File: src/design/paged_address_translation_unit_macros.svh
// Assertion macros for the paged address translation unit.
// Used by the top level; expects a clk and rst_n in scope.
`ifndef PAGED_ADDRESS_TRANSLATION_UNIT_MACROS_SVH
`define PAGED_ADDRESS_TRANSLATION_UNIT_MACROS_SVH

// prop must hold at every clock edge out of reset
`define PATU_ASSERT(label, prop, msg) \
    label: assert property (@(posedge clk) disable iff (!rst_n) (prop)) else $error(msg);

// expr must never be true out of reset
`define PATU_NEVER(label, expr, msg) \
    label: assert property (@(posedge clk) disable iff (!rst_n) !(expr)) else $error(msg);

`endif

File: src/design/patu_pkg.sv
// Types, register addresses, masks and the page register map of the
// paged address translation unit. No dependencies.
`default_nettype none

package patu_pkg;

    localparam int PAGES   = 8;
    localparam int ENTRIES = 6 * PAGES;
    localparam int IDX_W   = $clog2(ENTRIES);

    localparam logic [17:0] R_MMR0 = 18'o777572;
    localparam logic [17:0] R_MMR1 = 18'o777574;
    localparam logic [17:0] R_MMR2 = 18'o777576;
    localparam logic [17:0] R_MMR3 = 18'o772516;

    localparam logic [15:0] MMR0_RESET = 16'h0280;
    localparam logic [15:0] MMR0_WMASK = 16'hF27F;
    localparam logic [15:0] MMR3_WMASK = 16'h0007;
    localparam logic [15:0] DESC_WMASK = 16'h7F0F;
    localparam logic [15:0] DESC_A     = 16'h0080;
    localparam logic [15:0] DESC_W     = 16'h0040;

    typedef enum logic [2:0] {
        CMD_REG_READ   = 3'd0,
        CMD_REG_WRITE  = 3'd1,
        CMD_TRANSLATE  = 3'd2,
        CMD_INST_DONE  = 3'd3,
        CMD_CLEAR_REC  = 3'd4,
        CMD_RECORD_REG = 3'd5,
        CMD_RECORD_PC  = 3'd6,
        CMD_NONE       = 3'd7
    } cmd_t;

    typedef enum logic [2:0] {
        ST_OK       = 3'd0,
        ST_LENGTH   = 3'd1,
        ST_NONRES   = 3'd2,
        ST_RO_WRITE = 3'd3,
        ST_TRAP     = 3'd4,
        ST_BAD_REG  = 3'd5,
        ST_BAD_MODE = 3'd6
    } status_t;

    typedef enum logic [1:0] {
        MODE_KERNEL  = 2'd0,
        MODE_SUPER   = 2'd1,
        MODE_USER    = 2'd2,
        MODE_INVALID = 2'd3
    } mode_t;

    // access control field of a page descriptor
    typedef enum logic [2:0] {
        ACF_NONRES0   = 3'd0,
        ACF_RO_TRAP   = 3'd1,
        ACF_RO        = 3'd2,
        ACF_NONRES3   = 3'd3,
        ACF_TRAP_ALL  = 3'd4,
        ACF_TRAP_WR   = 3'd5,
        ACF_RW        = 3'd6,
        ACF_NONRES7   = 3'd7
    } acf_t;

    typedef enum logic [1:0] {
        CFG_IO16_START = 2'd0,
        CFG_IO18_START = 2'd1,
        CFG_IO_TARGET  = 2'd2,
        CFG_UNUSED     = 2'd3
    } cfg_idx_t;

    typedef struct packed {
        logic [17:0] base;
        logic [1:0]  mode;
        logic        space;
        logic        is_base;
    } page_group_t;

    localparam int GROUPS = 12;

    localparam page_group_t PAGE_GROUPS [GROUPS] = '{
        '{18'o777600, MODE_USER,   1'b0, 1'b0}, '{18'o777620, MODE_USER,   1'b1, 1'b0},
        '{18'o772200, MODE_SUPER,  1'b0, 1'b0}, '{18'o772220, MODE_SUPER,  1'b1, 1'b0},
        '{18'o772300, MODE_KERNEL, 1'b0, 1'b0}, '{18'o772320, MODE_KERNEL, 1'b1, 1'b0},
        '{18'o777640, MODE_USER,   1'b0, 1'b1}, '{18'o777660, MODE_USER,   1'b1, 1'b1},
        '{18'o772240, MODE_SUPER,  1'b0, 1'b1}, '{18'o772260, MODE_SUPER,  1'b1, 1'b1},
        '{18'o772340, MODE_KERNEL, 1'b0, 1'b1}, '{18'o772360, MODE_KERNEL, 1'b1, 1'b1}
    };

    typedef struct packed {
        logic             hit;
        logic             is_base;
        logic [IDX_W-1:0] idx;
    } page_reg_t;

    // Each group covers 2*PAGES bytes on a 16-byte boundary; entry = {mode, space, page}.
    function automatic page_reg_t decode_page_reg(input logic [17:0] addr);
        page_reg_t r;
        r = '0;
        for (int g = 0; g < GROUPS; g++) begin
            if (addr[17:4] == PAGE_GROUPS[g].base[17:4]) begin
                r.hit     = 1'b1;
                r.is_base = PAGE_GROUPS[g].is_base;
                r.idx     = {PAGE_GROUPS[g].mode, PAGE_GROUPS[g].space, addr[3:1]};
            end
        end
        return r;
    endfunction

endpackage

`default_nettype wire

File: src/design/patu_ram.sv
// Generic RAM: one write port, two registered read ports with read enable.
// No dependencies.
`default_nettype none

module patu_ram #(
    parameter int WIDTH = 16,
    parameter int DEPTH = 48
) (
    input  logic                     clk,
    input  logic                     we,
    input  logic [$clog2(DEPTH)-1:0] waddr,
    input  logic [WIDTH-1:0]         wdata,
    input  logic                     re,
    input  logic [$clog2(DEPTH)-1:0] raddr_a,
    input  logic [$clog2(DEPTH)-1:0] raddr_b,
    output logic [WIDTH-1:0]         rdata_a,
    output logic [WIDTH-1:0]         rdata_b
);

    logic [WIDTH-1:0] mem [DEPTH];

    always_ff @(posedge clk)
    begin
        if (we)
        begin
            mem[waddr] <= wdata;
        end
        if (re)
        begin
            rdata_a <= mem[raddr_a];
            rdata_b <= mem[raddr_b];
        end
    end

endmodule

`default_nettype wire

File: src/design/paged_address_translation_unit.sv
// Paged address translation unit: register file, page tables and translate path.
// Depends on patu_pkg, patu_ram and paged_address_translation_unit_macros.svh.
//
// One word can be accepted every cycle. Its result word is valid from the edge
// that moves it from stage 1 into the result register. The accept edge registers
// the word and reads the page base and descriptor RAMs (both spaces of the page
// at once). The edge that advances stage 1 runs the checks, the base add and the
// I/O page relocation, and loads the result register. While the result register
// waits, one more word is held in stage 1, and then the input stalls. One word per
// cycle is sustained while results are taken every cycle. Page tables read as zero
// after reset through per-entry valid bits; there is no clearing pass. Configuration
// is on a 32-bit APB port: io16_start at 0x0, io18_start at 0x4, io_target at 0x8.
`default_nettype none

module paged_address_translation_unit (
    input  logic               clk,
    input  logic               rst_n,
    // input words
    input  logic               in_valid,
    output logic               in_ready,
    input  logic [2:0]         cmd,
    input  logic [17:0]        bus_addr,
    input  logic [15:0]        wdata,
    input  logic               space,
    input  logic [1:0]         mode,
    input  logic               is_write,
    input  logic [2:0]         rec_reg,
    input  logic signed [4:0]  rec_diff,
    // result words
    output logic               out_valid,
    input  logic               out_ready,
    output logic [15:0]        rdata,
    output logic [21:0]        phys_addr,
    output logic [2:0]         status,
    // configuration
    input  logic               psel,
    input  logic               penable,
    input  logic               pwrite,
    input  logic [3:0]         paddr,
    input  logic [31:0]        pwdata,
    output logic [31:0]        prdata,
    output logic               pready
);

    import patu_pkg::*;

    `include "paged_address_translation_unit_macros.svh"

    // ---------------- configuration ----------------
    logic [15:0] io16_start_reg;
    logic [17:0] io18_start_reg;
    logic [21:0] io_target_reg;
    cfg_idx_t    cfg_idx;
    logic        cfg_write;

    assign pready    = 1'b1;
    assign cfg_idx   = cfg_idx_t'(paddr[3:2]);
    assign cfg_write = psel && penable && pwrite && pready;

    always_ff @(posedge clk or negedge rst_n)
    begin
        if (!rst_n)
        begin
            io16_start_reg <= 16'd57344;
            io18_start_reg <= 18'd253952;
            io_target_reg  <= 22'd4186112;
        end
        else if (cfg_write)
        begin
            unique case (cfg_idx)
                CFG_IO16_START: io16_start_reg <= pwdata[15:0];
                CFG_IO18_START: io18_start_reg <= pwdata[17:0];
                CFG_IO_TARGET:  io_target_reg  <= pwdata[21:0];
                CFG_UNUSED:     ;
            endcase
        end
    end

    always_comb
    begin
        unique case (cfg_idx)
            CFG_IO16_START: prdata = {16'd0, io16_start_reg};
            CFG_IO18_START: prdata = {14'd0, io18_start_reg};
            CFG_IO_TARGET:  prdata = {10'd0, io_target_reg};
            CFG_UNUSED:     prdata = 32'd0;
        endcase
    end

    // ---------------- pipeline control ----------------
    logic s1_valid_reg;
    logic s1_adv;
    logic in_fire;
    logic out_valid_reg;

    assign s1_adv   = s1_valid_reg && (!out_valid_reg || out_ready);
    assign in_ready = !s1_valid_reg || s1_adv;
    assign in_fire  = in_valid && in_ready;

    // ---------------- stage 0: table read address ----------------
    cmd_t             in_cmd;
    mode_t            in_mode_rd;
    page_reg_t        in_dec;
    logic [IDX_W-1:0] rd_idx_a;
    logic [IDX_W-1:0] rd_idx_b;

    assign in_cmd     = cmd_t'(cmd);
    assign in_mode_rd = (mode_t'(mode) == MODE_INVALID) ? MODE_KERNEL : mode_t'(mode);
    assign in_dec     = decode_page_reg(bus_addr);

    // port a: register entry or instruction-space page; port b: data-space page
    always_comb
    begin
        if ((in_cmd == CMD_REG_READ || in_cmd == CMD_REG_WRITE) && in_dec.hit)
        begin
            rd_idx_a = in_dec.idx;
        end
        else
        begin
            rd_idx_a = {in_mode_rd, 1'b0, bus_addr[15:13]};
        end
        rd_idx_b = {in_mode_rd, 1'b1, bus_addr[15:13]};
    end

    // ---------------- page table RAMs ----------------
    logic             base_we;
    logic [IDX_W-1:0] base_widx;
    logic [15:0]      base_wdata;
    logic             descr_we;
    logic [IDX_W-1:0] descr_widx;
    logic [15:0]      descr_wdata;
    logic [15:0]      base_rd_a;
    logic [15:0]      base_rd_b;
    logic [15:0]      descr_rd_a;
    logic [15:0]      descr_rd_b;
    logic [ENTRIES-1:0] base_vld_reg;
    logic [ENTRIES-1:0] descr_vld_reg;

    patu_ram #(.WIDTH(16), .DEPTH(ENTRIES)) u_base_ram (
        .clk     (clk),
        .we      (base_we && s1_adv),
        .waddr   (base_widx),
        .wdata   (base_wdata),
        .re      (in_fire),
        .raddr_a (rd_idx_a),
        .raddr_b (rd_idx_b),
        .rdata_a (base_rd_a),
        .rdata_b (base_rd_b)
    );

    patu_ram #(.WIDTH(16), .DEPTH(ENTRIES)) u_descr_ram (
        .clk     (clk),
        .we      (descr_we && s1_adv),
        .waddr   (descr_widx),
        .wdata   (descr_wdata),
        .re      (in_fire),
        .raddr_a (rd_idx_a),
        .raddr_b (rd_idx_b),
        .rdata_a (descr_rd_a),
        .rdata_b (descr_rd_b)
    );

    always_ff @(posedge clk or negedge rst_n)
    begin
        if (!rst_n)
        begin
            base_vld_reg  <= '0;
            descr_vld_reg <= '0;
        end
        else if (s1_adv)
        begin
            if (base_we)
            begin
                base_vld_reg[base_widx] <= 1'b1;
            end
            if (descr_we)
            begin
                descr_vld_reg[descr_widx] <= 1'b1;
            end
        end
    end

    // ---------------- stage 1 registers ----------------
    cmd_t             cmd_reg;
    logic [17:0]      addr_reg;
    logic [15:0]      wdata_reg;
    logic             space_reg;
    mode_t            mode_reg;
    logic             is_write_reg;
    logic [2:0]       rec_reg_reg;
    logic [4:0]       rec_diff_reg;
    logic [IDX_W-1:0] idx_a_reg;
    logic [IDX_W-1:0] idx_b_reg;
    // a table write on the accept edge is missed by the RAM read; forward it
    logic             fwd_base_a_reg;
    logic             fwd_base_b_reg;
    logic             fwd_descr_a_reg;
    logic             fwd_descr_b_reg;
    logic [15:0]      fwd_base_data_reg;
    logic [15:0]      fwd_descr_data_reg;

    always_ff @(posedge clk or negedge rst_n)
    begin
        if (!rst_n)
        begin
            s1_valid_reg <= 1'b0;
        end
        else if (in_fire)
        begin
            s1_valid_reg <= 1'b1;
        end
        else if (s1_adv)
        begin
            s1_valid_reg <= 1'b0;
        end
    end

    always_ff @(posedge clk)
    begin
        if (in_fire)
        begin
            cmd_reg            <= in_cmd;
            addr_reg           <= bus_addr;
            wdata_reg          <= wdata;
            space_reg          <= space;
            mode_reg           <= mode_t'(mode);
            is_write_reg       <= is_write;
            rec_reg_reg        <= rec_reg;
            rec_diff_reg       <= rec_diff;
            idx_a_reg          <= rd_idx_a;
            idx_b_reg          <= rd_idx_b;
            fwd_base_a_reg     <= s1_adv && base_we && (base_widx == rd_idx_a);
            fwd_base_b_reg     <= s1_adv && base_we && (base_widx == rd_idx_b);
            fwd_descr_a_reg    <= s1_adv && descr_we && (descr_widx == rd_idx_a);
            fwd_descr_b_reg    <= s1_adv && descr_we && (descr_widx == rd_idx_b);
            fwd_base_data_reg  <= base_wdata;
            fwd_descr_data_reg <= descr_wdata;
        end
    end

    // ---------------- stage 1: table entries as seen by this word ----------------
    logic [15:0] base_a;
    logic [15:0] base_b;
    logic [15:0] descr_a;
    logic [15:0] descr_b;

    assign base_a  = fwd_base_a_reg  ? fwd_base_data_reg  :
                     (base_vld_reg[idx_a_reg]  ? base_rd_a  : 16'd0);
    assign base_b  = fwd_base_b_reg  ? fwd_base_data_reg  :
                     (base_vld_reg[idx_b_reg]  ? base_rd_b  : 16'd0);
    assign descr_a = fwd_descr_a_reg ? fwd_descr_data_reg :
                     (descr_vld_reg[idx_a_reg] ? descr_rd_a : 16'd0);
    assign descr_b = fwd_descr_b_reg ? fwd_descr_data_reg :
                     (descr_vld_reg[idx_b_reg] ? descr_rd_b : 16'd0);

    // ---------------- status registers ----------------
    logic [15:0] mmr_status_reg;
    logic [15:0] mmr_record_reg;
    logic [15:0] mmr_pc_reg;
    logic [15:0] mmr_config_reg;
    logic [15:0] mmr_status_next;
    logic [15:0] mmr_record_next;
    logic [15:0] mmr_pc_next;
    logic [15:0] mmr_config_next;

    // ---------------- translate path ----------------
    logic        reloc_on;
    logic        d_space_en;
    logic        space_eff;
    logic [15:0] va;
    logic [21:0] pa16;
    logic [15:0] tr_descr;
    logic [15:0] tr_base;
    logic [6:0]  blk;
    logic [6:0]  plf;
    logic        len_fail;
    acf_t        acf;
    logic        set_a;
    logic        tr_abort;
    status_t     tr_status;
    logic [11:0] frame;
    logic [17:0] pa18;
    logic [21:0] pa_mapped;

    assign reloc_on = mmr_status_reg[0];
    assign va       = addr_reg[15:0];
    assign pa16     = (va >= io16_start_reg) ?
                      ({6'd0, va} - {6'd0, io16_start_reg} + io_target_reg) : {6'd0, va};

    always_comb
    begin
        unique case (mode_reg)
            MODE_KERNEL:  d_space_en = mmr_config_reg[2];
            MODE_SUPER:   d_space_en = mmr_config_reg[1];
            MODE_USER:    d_space_en = mmr_config_reg[0];
            MODE_INVALID: d_space_en = 1'b0;
        endcase
    end

    assign space_eff = space_reg && d_space_en;
    assign tr_descr  = space_eff ? descr_b : descr_a;
    assign tr_base   = space_eff ? base_b  : base_a;
    assign blk       = va[12:6];
    assign plf       = tr_descr[14:8];
    assign acf       = acf_t'(tr_descr[2:0]);
    // expansion direction bit flips the sense of the length check
    assign len_fail  = tr_descr[3] ? (blk < plf) : (blk > plf);

    always_comb
    begin
        set_a     = 1'b0;
        tr_abort  = 1'b0;
        tr_status = ST_OK;
        if (len_fail)
        begin
            tr_abort  = 1'b1;
            tr_status = ST_LENGTH;
        end
        else
        begin
            unique case (acf)
                ACF_RO_TRAP:
                begin
                    if (is_write_reg)
                    begin
                        tr_abort  = 1'b1;
                        tr_status = ST_RO_WRITE;
                    end
                    else
                    begin
                        set_a     = 1'b1;
                        tr_status = ST_TRAP;
                    end
                end
                ACF_RO:
                begin
                    if (is_write_reg)
                    begin
                        set_a     = 1'b1;
                        tr_abort  = 1'b1;
                        tr_status = ST_RO_WRITE;
                    end
                end
                ACF_TRAP_ALL:
                begin
                    set_a     = 1'b1;
                    tr_status = ST_TRAP;
                end
                ACF_TRAP_WR:
                begin
                    if (is_write_reg)
                    begin
                        set_a     = 1'b1;
                        tr_status = ST_TRAP;
                    end
                end
                ACF_RW: ;
                ACF_NONRES0, ACF_NONRES3, ACF_NONRES7:
                begin
                    tr_abort  = 1'b1;
                    tr_status = ST_NONRES;
                end
            endcase
        end
    end

    // 18-bit mapped address, then move the I/O page
    assign frame     = tr_base[11:0] + {5'd0, blk};
    assign pa18      = {frame, va[5:0]};
    assign pa_mapped = (pa18 >= io18_start_reg) ?
                       ({4'd0, pa18} - {4'd0, io18_start_reg} + io_target_reg) :
                       {4'd0, pa18};

    // ---------------- stage 1: command execution ----------------
    logic        locked;
    page_reg_t   s1_dec;
    logic        reg_wr;
    logic [15:0] res_rdata;
    logic [21:0] res_phys;
    status_t     res_status;

    assign locked = mmr_status_reg[15:13] != 3'd0;
    assign s1_dec = decode_page_reg(addr_reg);
    assign reg_wr = (cmd_reg == CMD_REG_WRITE);

    always_comb
    begin
        mmr_status_next = mmr_status_reg;
        mmr_record_next = mmr_record_reg;
        mmr_pc_next     = mmr_pc_reg;
        mmr_config_next = mmr_config_reg;
        base_we         = 1'b0;
        base_widx       = idx_a_reg;
        base_wdata      = wdata_reg;
        descr_we        = 1'b0;
        descr_widx      = idx_a_reg;
        descr_wdata     = wdata_reg & DESC_WMASK;
        res_rdata       = 16'd0;
        res_phys        = 22'd0;
        res_status      = ST_OK;

        unique case (cmd_reg)
            CMD_REG_READ, CMD_REG_WRITE:
            begin
                priority if (addr_reg[0])
                begin
                    res_status = ST_BAD_REG;
                end
                else if (addr_reg == R_MMR0)
                begin
                    if (reg_wr) mmr_status_next = wdata_reg & MMR0_WMASK;
                    else        res_rdata = mmr_status_reg;
                end
                else if (addr_reg == R_MMR1)
                begin
                    if (reg_wr) mmr_record_next = wdata_reg;
                    else        res_rdata = mmr_record_reg;
                end
                else if (addr_reg == R_MMR2)
                begin
                    if (!reg_wr) res_rdata = mmr_pc_reg;
                end
                else if (addr_reg == R_MMR3)
                begin
                    if (reg_wr) mmr_config_next = wdata_reg & MMR3_WMASK;
                    else        res_rdata = mmr_config_reg;
                end
                else if (s1_dec.hit)
                begin
                    if (s1_dec.is_base)
                    begin
                        if (reg_wr)
                        begin
                            // new base clears the accessed and written flags
                            base_we     = 1'b1;
                            descr_we    = 1'b1;
                            descr_wdata = descr_a & ~(DESC_A | DESC_W);
                        end
                        else
                        begin
                            res_rdata = base_a;
                        end
                    end
                    else
                    begin
                        if (reg_wr) descr_we = 1'b1;
                        else        res_rdata = descr_a;
                    end
                end
                else
                begin
                    res_status = ST_BAD_REG;
                end
            end
            CMD_TRANSLATE:
            begin
                priority if (!reloc_on)
                begin
                    res_phys = pa16;
                end
                else if (mode_reg == MODE_INVALID)
                begin
                    res_status = ST_BAD_MODE;
                end
                else
                begin
                    res_status  = tr_status;
                    res_phys    = tr_abort ? 22'd0 : pa_mapped;
                    descr_we    = set_a;
                    descr_widx  = space_eff ? idx_b_reg : idx_a_reg;
                    descr_wdata = tr_descr | DESC_A;
                end
            end
            CMD_INST_DONE:
            begin
                mmr_status_next = {mmr_status_reg[15:8], wdata_reg[0], mmr_status_reg[6:0]};
            end
            CMD_CLEAR_REC:
            begin
                if (!locked) mmr_record_next = 16'd0;
            end
            CMD_RECORD_REG:
            begin
                if (!locked) mmr_record_next = {mmr_record_reg[7:0], rec_diff_reg, rec_reg_reg};
            end
            CMD_RECORD_PC:
            begin
                if (!locked) mmr_pc_next = wdata_reg;
            end
            CMD_NONE: ;
        endcase
    end

    always_ff @(posedge clk or negedge rst_n)
    begin
        if (!rst_n)
        begin
            mmr_status_reg <= MMR0_RESET;
            mmr_record_reg <= 16'd0;
            mmr_pc_reg     <= 16'd0;
            mmr_config_reg <= 16'd0;
        end
        else if (s1_adv)
        begin
            mmr_status_reg <= mmr_status_next;
            mmr_record_reg <= mmr_record_next;
            mmr_pc_reg     <= mmr_pc_next;
            mmr_config_reg <= mmr_config_next;
        end
    end

    // ---------------- result register ----------------
    logic [15:0] rdata_reg;
    logic [21:0] phys_reg;
    status_t     status_reg;

    always_ff @(posedge clk or negedge rst_n)
    begin
        if (!rst_n)
        begin
            out_valid_reg <= 1'b0;
        end
        else if (s1_adv)
        begin
            out_valid_reg <= 1'b1;
        end
        else if (out_ready)
        begin
            out_valid_reg <= 1'b0;
        end
    end

    always_ff @(posedge clk)
    begin
        if (s1_adv)
        begin
            rdata_reg  <= res_rdata;
            phys_reg   <= res_phys;
            status_reg <= res_status;
        end
    end

    assign out_valid = out_valid_reg;
    assign rdata     = rdata_reg;
    assign phys_addr = phys_reg;
    assign status    = status_reg;

    // ---------------- assertions ----------------
    logic out_aborted;
    logic s1_stalled;

    assign out_aborted = out_valid_reg && status_reg != ST_OK && status_reg != ST_TRAP;
    assign s1_stalled  = s1_valid_reg && out_valid_reg && !out_ready;

    `PATU_NEVER(a_mmr0_mask, (mmr_status_reg & 16'h0D00) != 16'd0, "MMR0 reserved bits set")
    `PATU_NEVER(a_mmr3_mask, mmr_config_reg[15:3] != 13'd0, "MMR3 reserved bits set")
    `PATU_ASSERT(a_abort_phys, out_aborted |-> phys_reg == 22'd0, "aborted word has an address")
    `PATU_ASSERT(a_stall_holds, s1_stalled |=> s1_valid_reg && $stable(cmd_reg), "stalled word lost")
    `PATU_ASSERT(a_tbl_we, (base_we || descr_we) && !s1_valid_reg |-> !s1_adv, "stray table write")

endmodule

`default_nettype wire

File: config.mk
export PLATFORM = sky130hd
export DESIGN_NAME = paged_address_translation_unit
export DESIGN_NICKNAME = d
export VERILOG_FILES = /design/src/design/patu_pkg.sv /design/src/design/patu_ram.sv /design/src/design/paged_address_translation_unit.sv
export VERILOG_INCLUDE_DIRS = /design/src /design/src/design
export SDC_FILE = /design/constraint.sdc
export NUM_CORES = 2
export LEC_CHECK = 0
export ABC_CLOCK_PERIOD_IN_PS = 19200
export BUFFER_PORTS_ARGS = -buffer_cell sky130_fd_sc_hd__buf_4
export CAP_MARGIN = 5
export CORE_UTILIZATION = 41
export CTS_BUF_LIST = sky130_fd_sc_hd__clkbuf_8
export DETAILED_ROUTE_END_ITERATION = 10
export SLEW_MARGIN = 20
export SYNTH_ARGS = -nofsm -noshare
export SYNTH_HDL_FRONTEND = slang
export SYNTH_SLANG_ARGS = --single-unit
File: constraint.sdc
create_clock -name clk -period 19.2 [get_ports clk]
set_input_delay 0.96 -clock clk [delete_from_list [all_inputs] [get_ports clk]]
set_output_delay 0.96 -clock clk [all_outputs]
set_load 0.03 [all_outputs]
==> impl_metrics.ini <==
[floorplanning]
dieArea_um2 = 218000
fp.dieW_um = 467
core-area_um2 = 215000
fp.dieH_um = 467
rows = 170
io_pins = 168
start_util_pct = 41.3

[pwr]
powerDensity_nw_per_um2 = 96.6
peakVddDrop_mv = 0.0859
swShare_pct = 27.2
combPwrFrac_pct = 14.7
p_sw_mw = 2.61
seqPwrFrac_pct = 49.3
p_int_mw = 7.01
leakagePower_nw = 36.2
clockPowerShare_pct = 36.0

[clock_network]
cts_tree = yes
clockRootBuffer = clkbuf_8
cts_setup_buffers = 0
cts_max_level = 5
cts_sinks = 1931
path_clk_slew_ns = 0.06
clock_path_buffers = 4
numCtsBuffers = 330
clk_latency_ns = 1.08

[global_route]
grt_pass1_vias = 60076
grt_pass1_wl_um = 407000
overflow = 0
grt_max_degree = 163
antenna_found_initial = 10
grt_usage_pct = 25.4

[worst_hold_path]
hold_class = input pin to register

[setup_path]
crit_path_end_kind = register
arrival_ns = 9.79
crit_type = register to register
start_kind = register
worst_path_max_delay_cell = edfxtp_1
cp_max_fo = 30
slowest_delay_ns = 0.82
required_ns = 20.00

[yosys]
synth_area_um2 = 88500
synth_top_family_by_area = simple AND/OR/NAND/NOR gates
ys_ff_latch = 1931
yosysSeqAreaShare_pct = 64.4
ys_types = 81
syn_inst = 7278
synthMuxAreaShare_pct = 7.29
synth-xor-area-share_pct = 0.950
syn_area_per_cell_um2 = 12.2
yosysWarningCount = 0
synth-simple-area-share_pct = 15.7
synth-adder-area-share_pct = 1.41
synthFlopType = edfxtp_1
async_reset_ff_share_pct = 10.5
synth_edf_count = 1729
synth_compound_area_share_pct = 7.66

[detailed_routing]
routedWlPerCell_um = 26.8
dr.pass1.iters = 8
vias_per_cell = 5.95
route.detailed.drc = 0
ant_nets = 0
via_count = 62637
routed_wl_um = 283000
drtIter0Drc = 7813

[timing]
hold_viol_final = 0
slew_headroom_pct = 21.8
tightest_slew_ns = 1.17
fmax_mhz = 111
fin_crit_sh_pct = 46.9
rsz0062_at_grt = false
clock_skew_ns = 0.0777
setup_viol = 0
setup_tns_ns = 0
hold_slack_ns = 0.110
period_needed_ns = 9.00
slew_violations = 0

[final_layout]
top_regs = u_base_ram.mem: 768 flops, u_descr_ram.mem: 768 flops
layout_common_cells = nand2_1 (1,833), edfxtp_1 (1,729), nand3_1 (802), clkbuf_8 (352), buf_4 (325)
final_common_cell = nand2_1
drive_gt1_share_pct = 15.4
fin_nets = 7657
syn_to_final_growth_pct = 12.5

[status]
status = complete, no violations

[place]
place_hpwl_um = 164000
gp_congestion = 0.931
port_buffers = 144

[run]
maxCapViolations = 0
[final timing paths]
path | from | end | slack, ns | cells after the start
worst max-delay path | base_widx[1] | phys_addr[20] | 10.20 | 34
worst min-delay path | rec_diff[2] | rec_diff_reg[2] | 0.11 | 1
worst max register to register | base_widx[1] | phys_addr[20] | 10.20 | 34
worst min register to register | base_vld_reg[3] | base_vld_reg[3] | 0.46 | 1
max in group asynchronous | rst_n | base_vld_reg[27] | 17.49 | 3
min in group asynchronous | rst_n | io18_start_reg[5] | 0.46 | 2
[metrics by stage]
step | power (mW) | util, % | std cells | cell area, um^2 | setup WS, ns
final | 9.62 | 46.4 | 10533 | 99600 | 10.20
after global routing | 9.96 | 46.4 | 10532 | 99600 | 9.73
after CTS | 9.65 | 46.4 | 10530 | 99600 | 10.22
after detailed placement | 6.21 | 43.5 | 9958 | 93500 | 10.31
after global placement | 6.19 | 43.5 | 9958 | 93400 | 10.32
after floorplan | 5.79 | - | 7287 | 88600 | 11.74
[routing by layer]
layer	track usage, %	vias up	wire (um)
met5	0	-	27
met4	10.1	4	10800
met3	4.50	579	25700
met2	40.0	3270	130000
met1	35.0	31369	116000
li1	-	27415	-
[worst max-delay path, delay by kind of cell (launching register included)]
| family | cells | cell delay (ns) |
|---|---|---|
| AND/OR/NAND/NOR | 8 | 0.85 |
| AO/OA/AOI/OAI | 16 | 3.98 |
| buffers and inverters | 2 | 0.75 |
| XOR/XNOR | 3 | 0.62 |
| adder cells (fa/ha/maj) | 3 | 1.02 |
| multiplexers | 2 | 0.66 |
| flip-flops | 1 | 0.82 |
[logic make-up after synthesis]
| kind of cell | Yosys count |
|---|---|
| buffers and inverters | 593 |
| muxes | 407 |
| other | 2 |
| DFF | 1931 |
| and+or+nand+nor | 3189 |
| AOI/OAI and AO/OA | 963 |
| adders and majority gates | 97 |
| xor gates and xnor gates | 96 |
[synth_stat cells, types with 16 or more instances]
cell type | number | area (um^2)
nand2_1 | 1834 | 6880
edfxtp_1 | 1729 | 51900
nand3_1 | 802 | 4010
clkbuf_1 | 435 | 1630
o21ai_0 | 232 | 1160
a311oi_1 | 228 | 2000
nor2_1 | 196 | 736
dfrtp_1 | 183 | 4580
mux4_2 | 180 | 4050
and3_1 | 136 | 851
mux2i_1 | 131 | 1310
a21oi_1 | 125 | 626
mux2_2 | 94 | 1060
ha_1 | 92 | 1150
inv_1 | 76 | 285
a31oi_1 | 65 | 407
xnor2_1 | 61 | 534
o21bai_1 | 51 | 383
or2_2 | 51 | 319
a21o_1 | 45 | 338
buf_1 | 44 | 165
xor2_1 | 35 | 307
nor2b_1 | 32 | 200
nor3_1 | 28 | 140
a221o_1 | 27 | 270
nand2b_1 | 24 | 150
o21a_1 | 23 | 173
a211oi_1 | 19 | 143
dfstp_2 | 19 | 499
nand4_1 | 18 | 113
a222oi_1 | 17 | 170
buf_2 | 16 | 80.1
o211ai_1 | 16 | 120
[layout make-up]
| cell class | instances | area [um^2] |
|---|---|---|
| Clock inverter | 205 | 1100 |
| Antenna cell | 3 | 7.51 |
| Clock buffer | 351 | 4830 |
| Fill cell | 19174 | 115000 |
| Tap cell | 2838 | 3550 |
| Sequential cell | 1931 | 57000 |
| Timing Repair Buffer | 358 | 2910 |
| Multi-Input combinational cell | 4763 | 29800 |
| Inverter | 84 | 338 |
[power groups by stage]
stage | Sequential (mW) | Clock, mW | Combinational (mW)
final | 4.74 | 3.47 | 1.41
after global routing | 4.75 | 3.68 | 1.53
after CTS | 4.74 | 3.52 | 1.40
after detailed placement | 4.83 | 0 | 1.39
after global placement | 4.82 | 0 | 1.37
after floorplan | 4.83 | 0 | 0.954
[timing repair]
item | in CTS | in global routing
endpoints found under the hold margin | 74 | 0
gates resized for setup | 0 | 0
hold buffers | 16 | 0
Note: power is estimated with default switching activity, not from simulation.
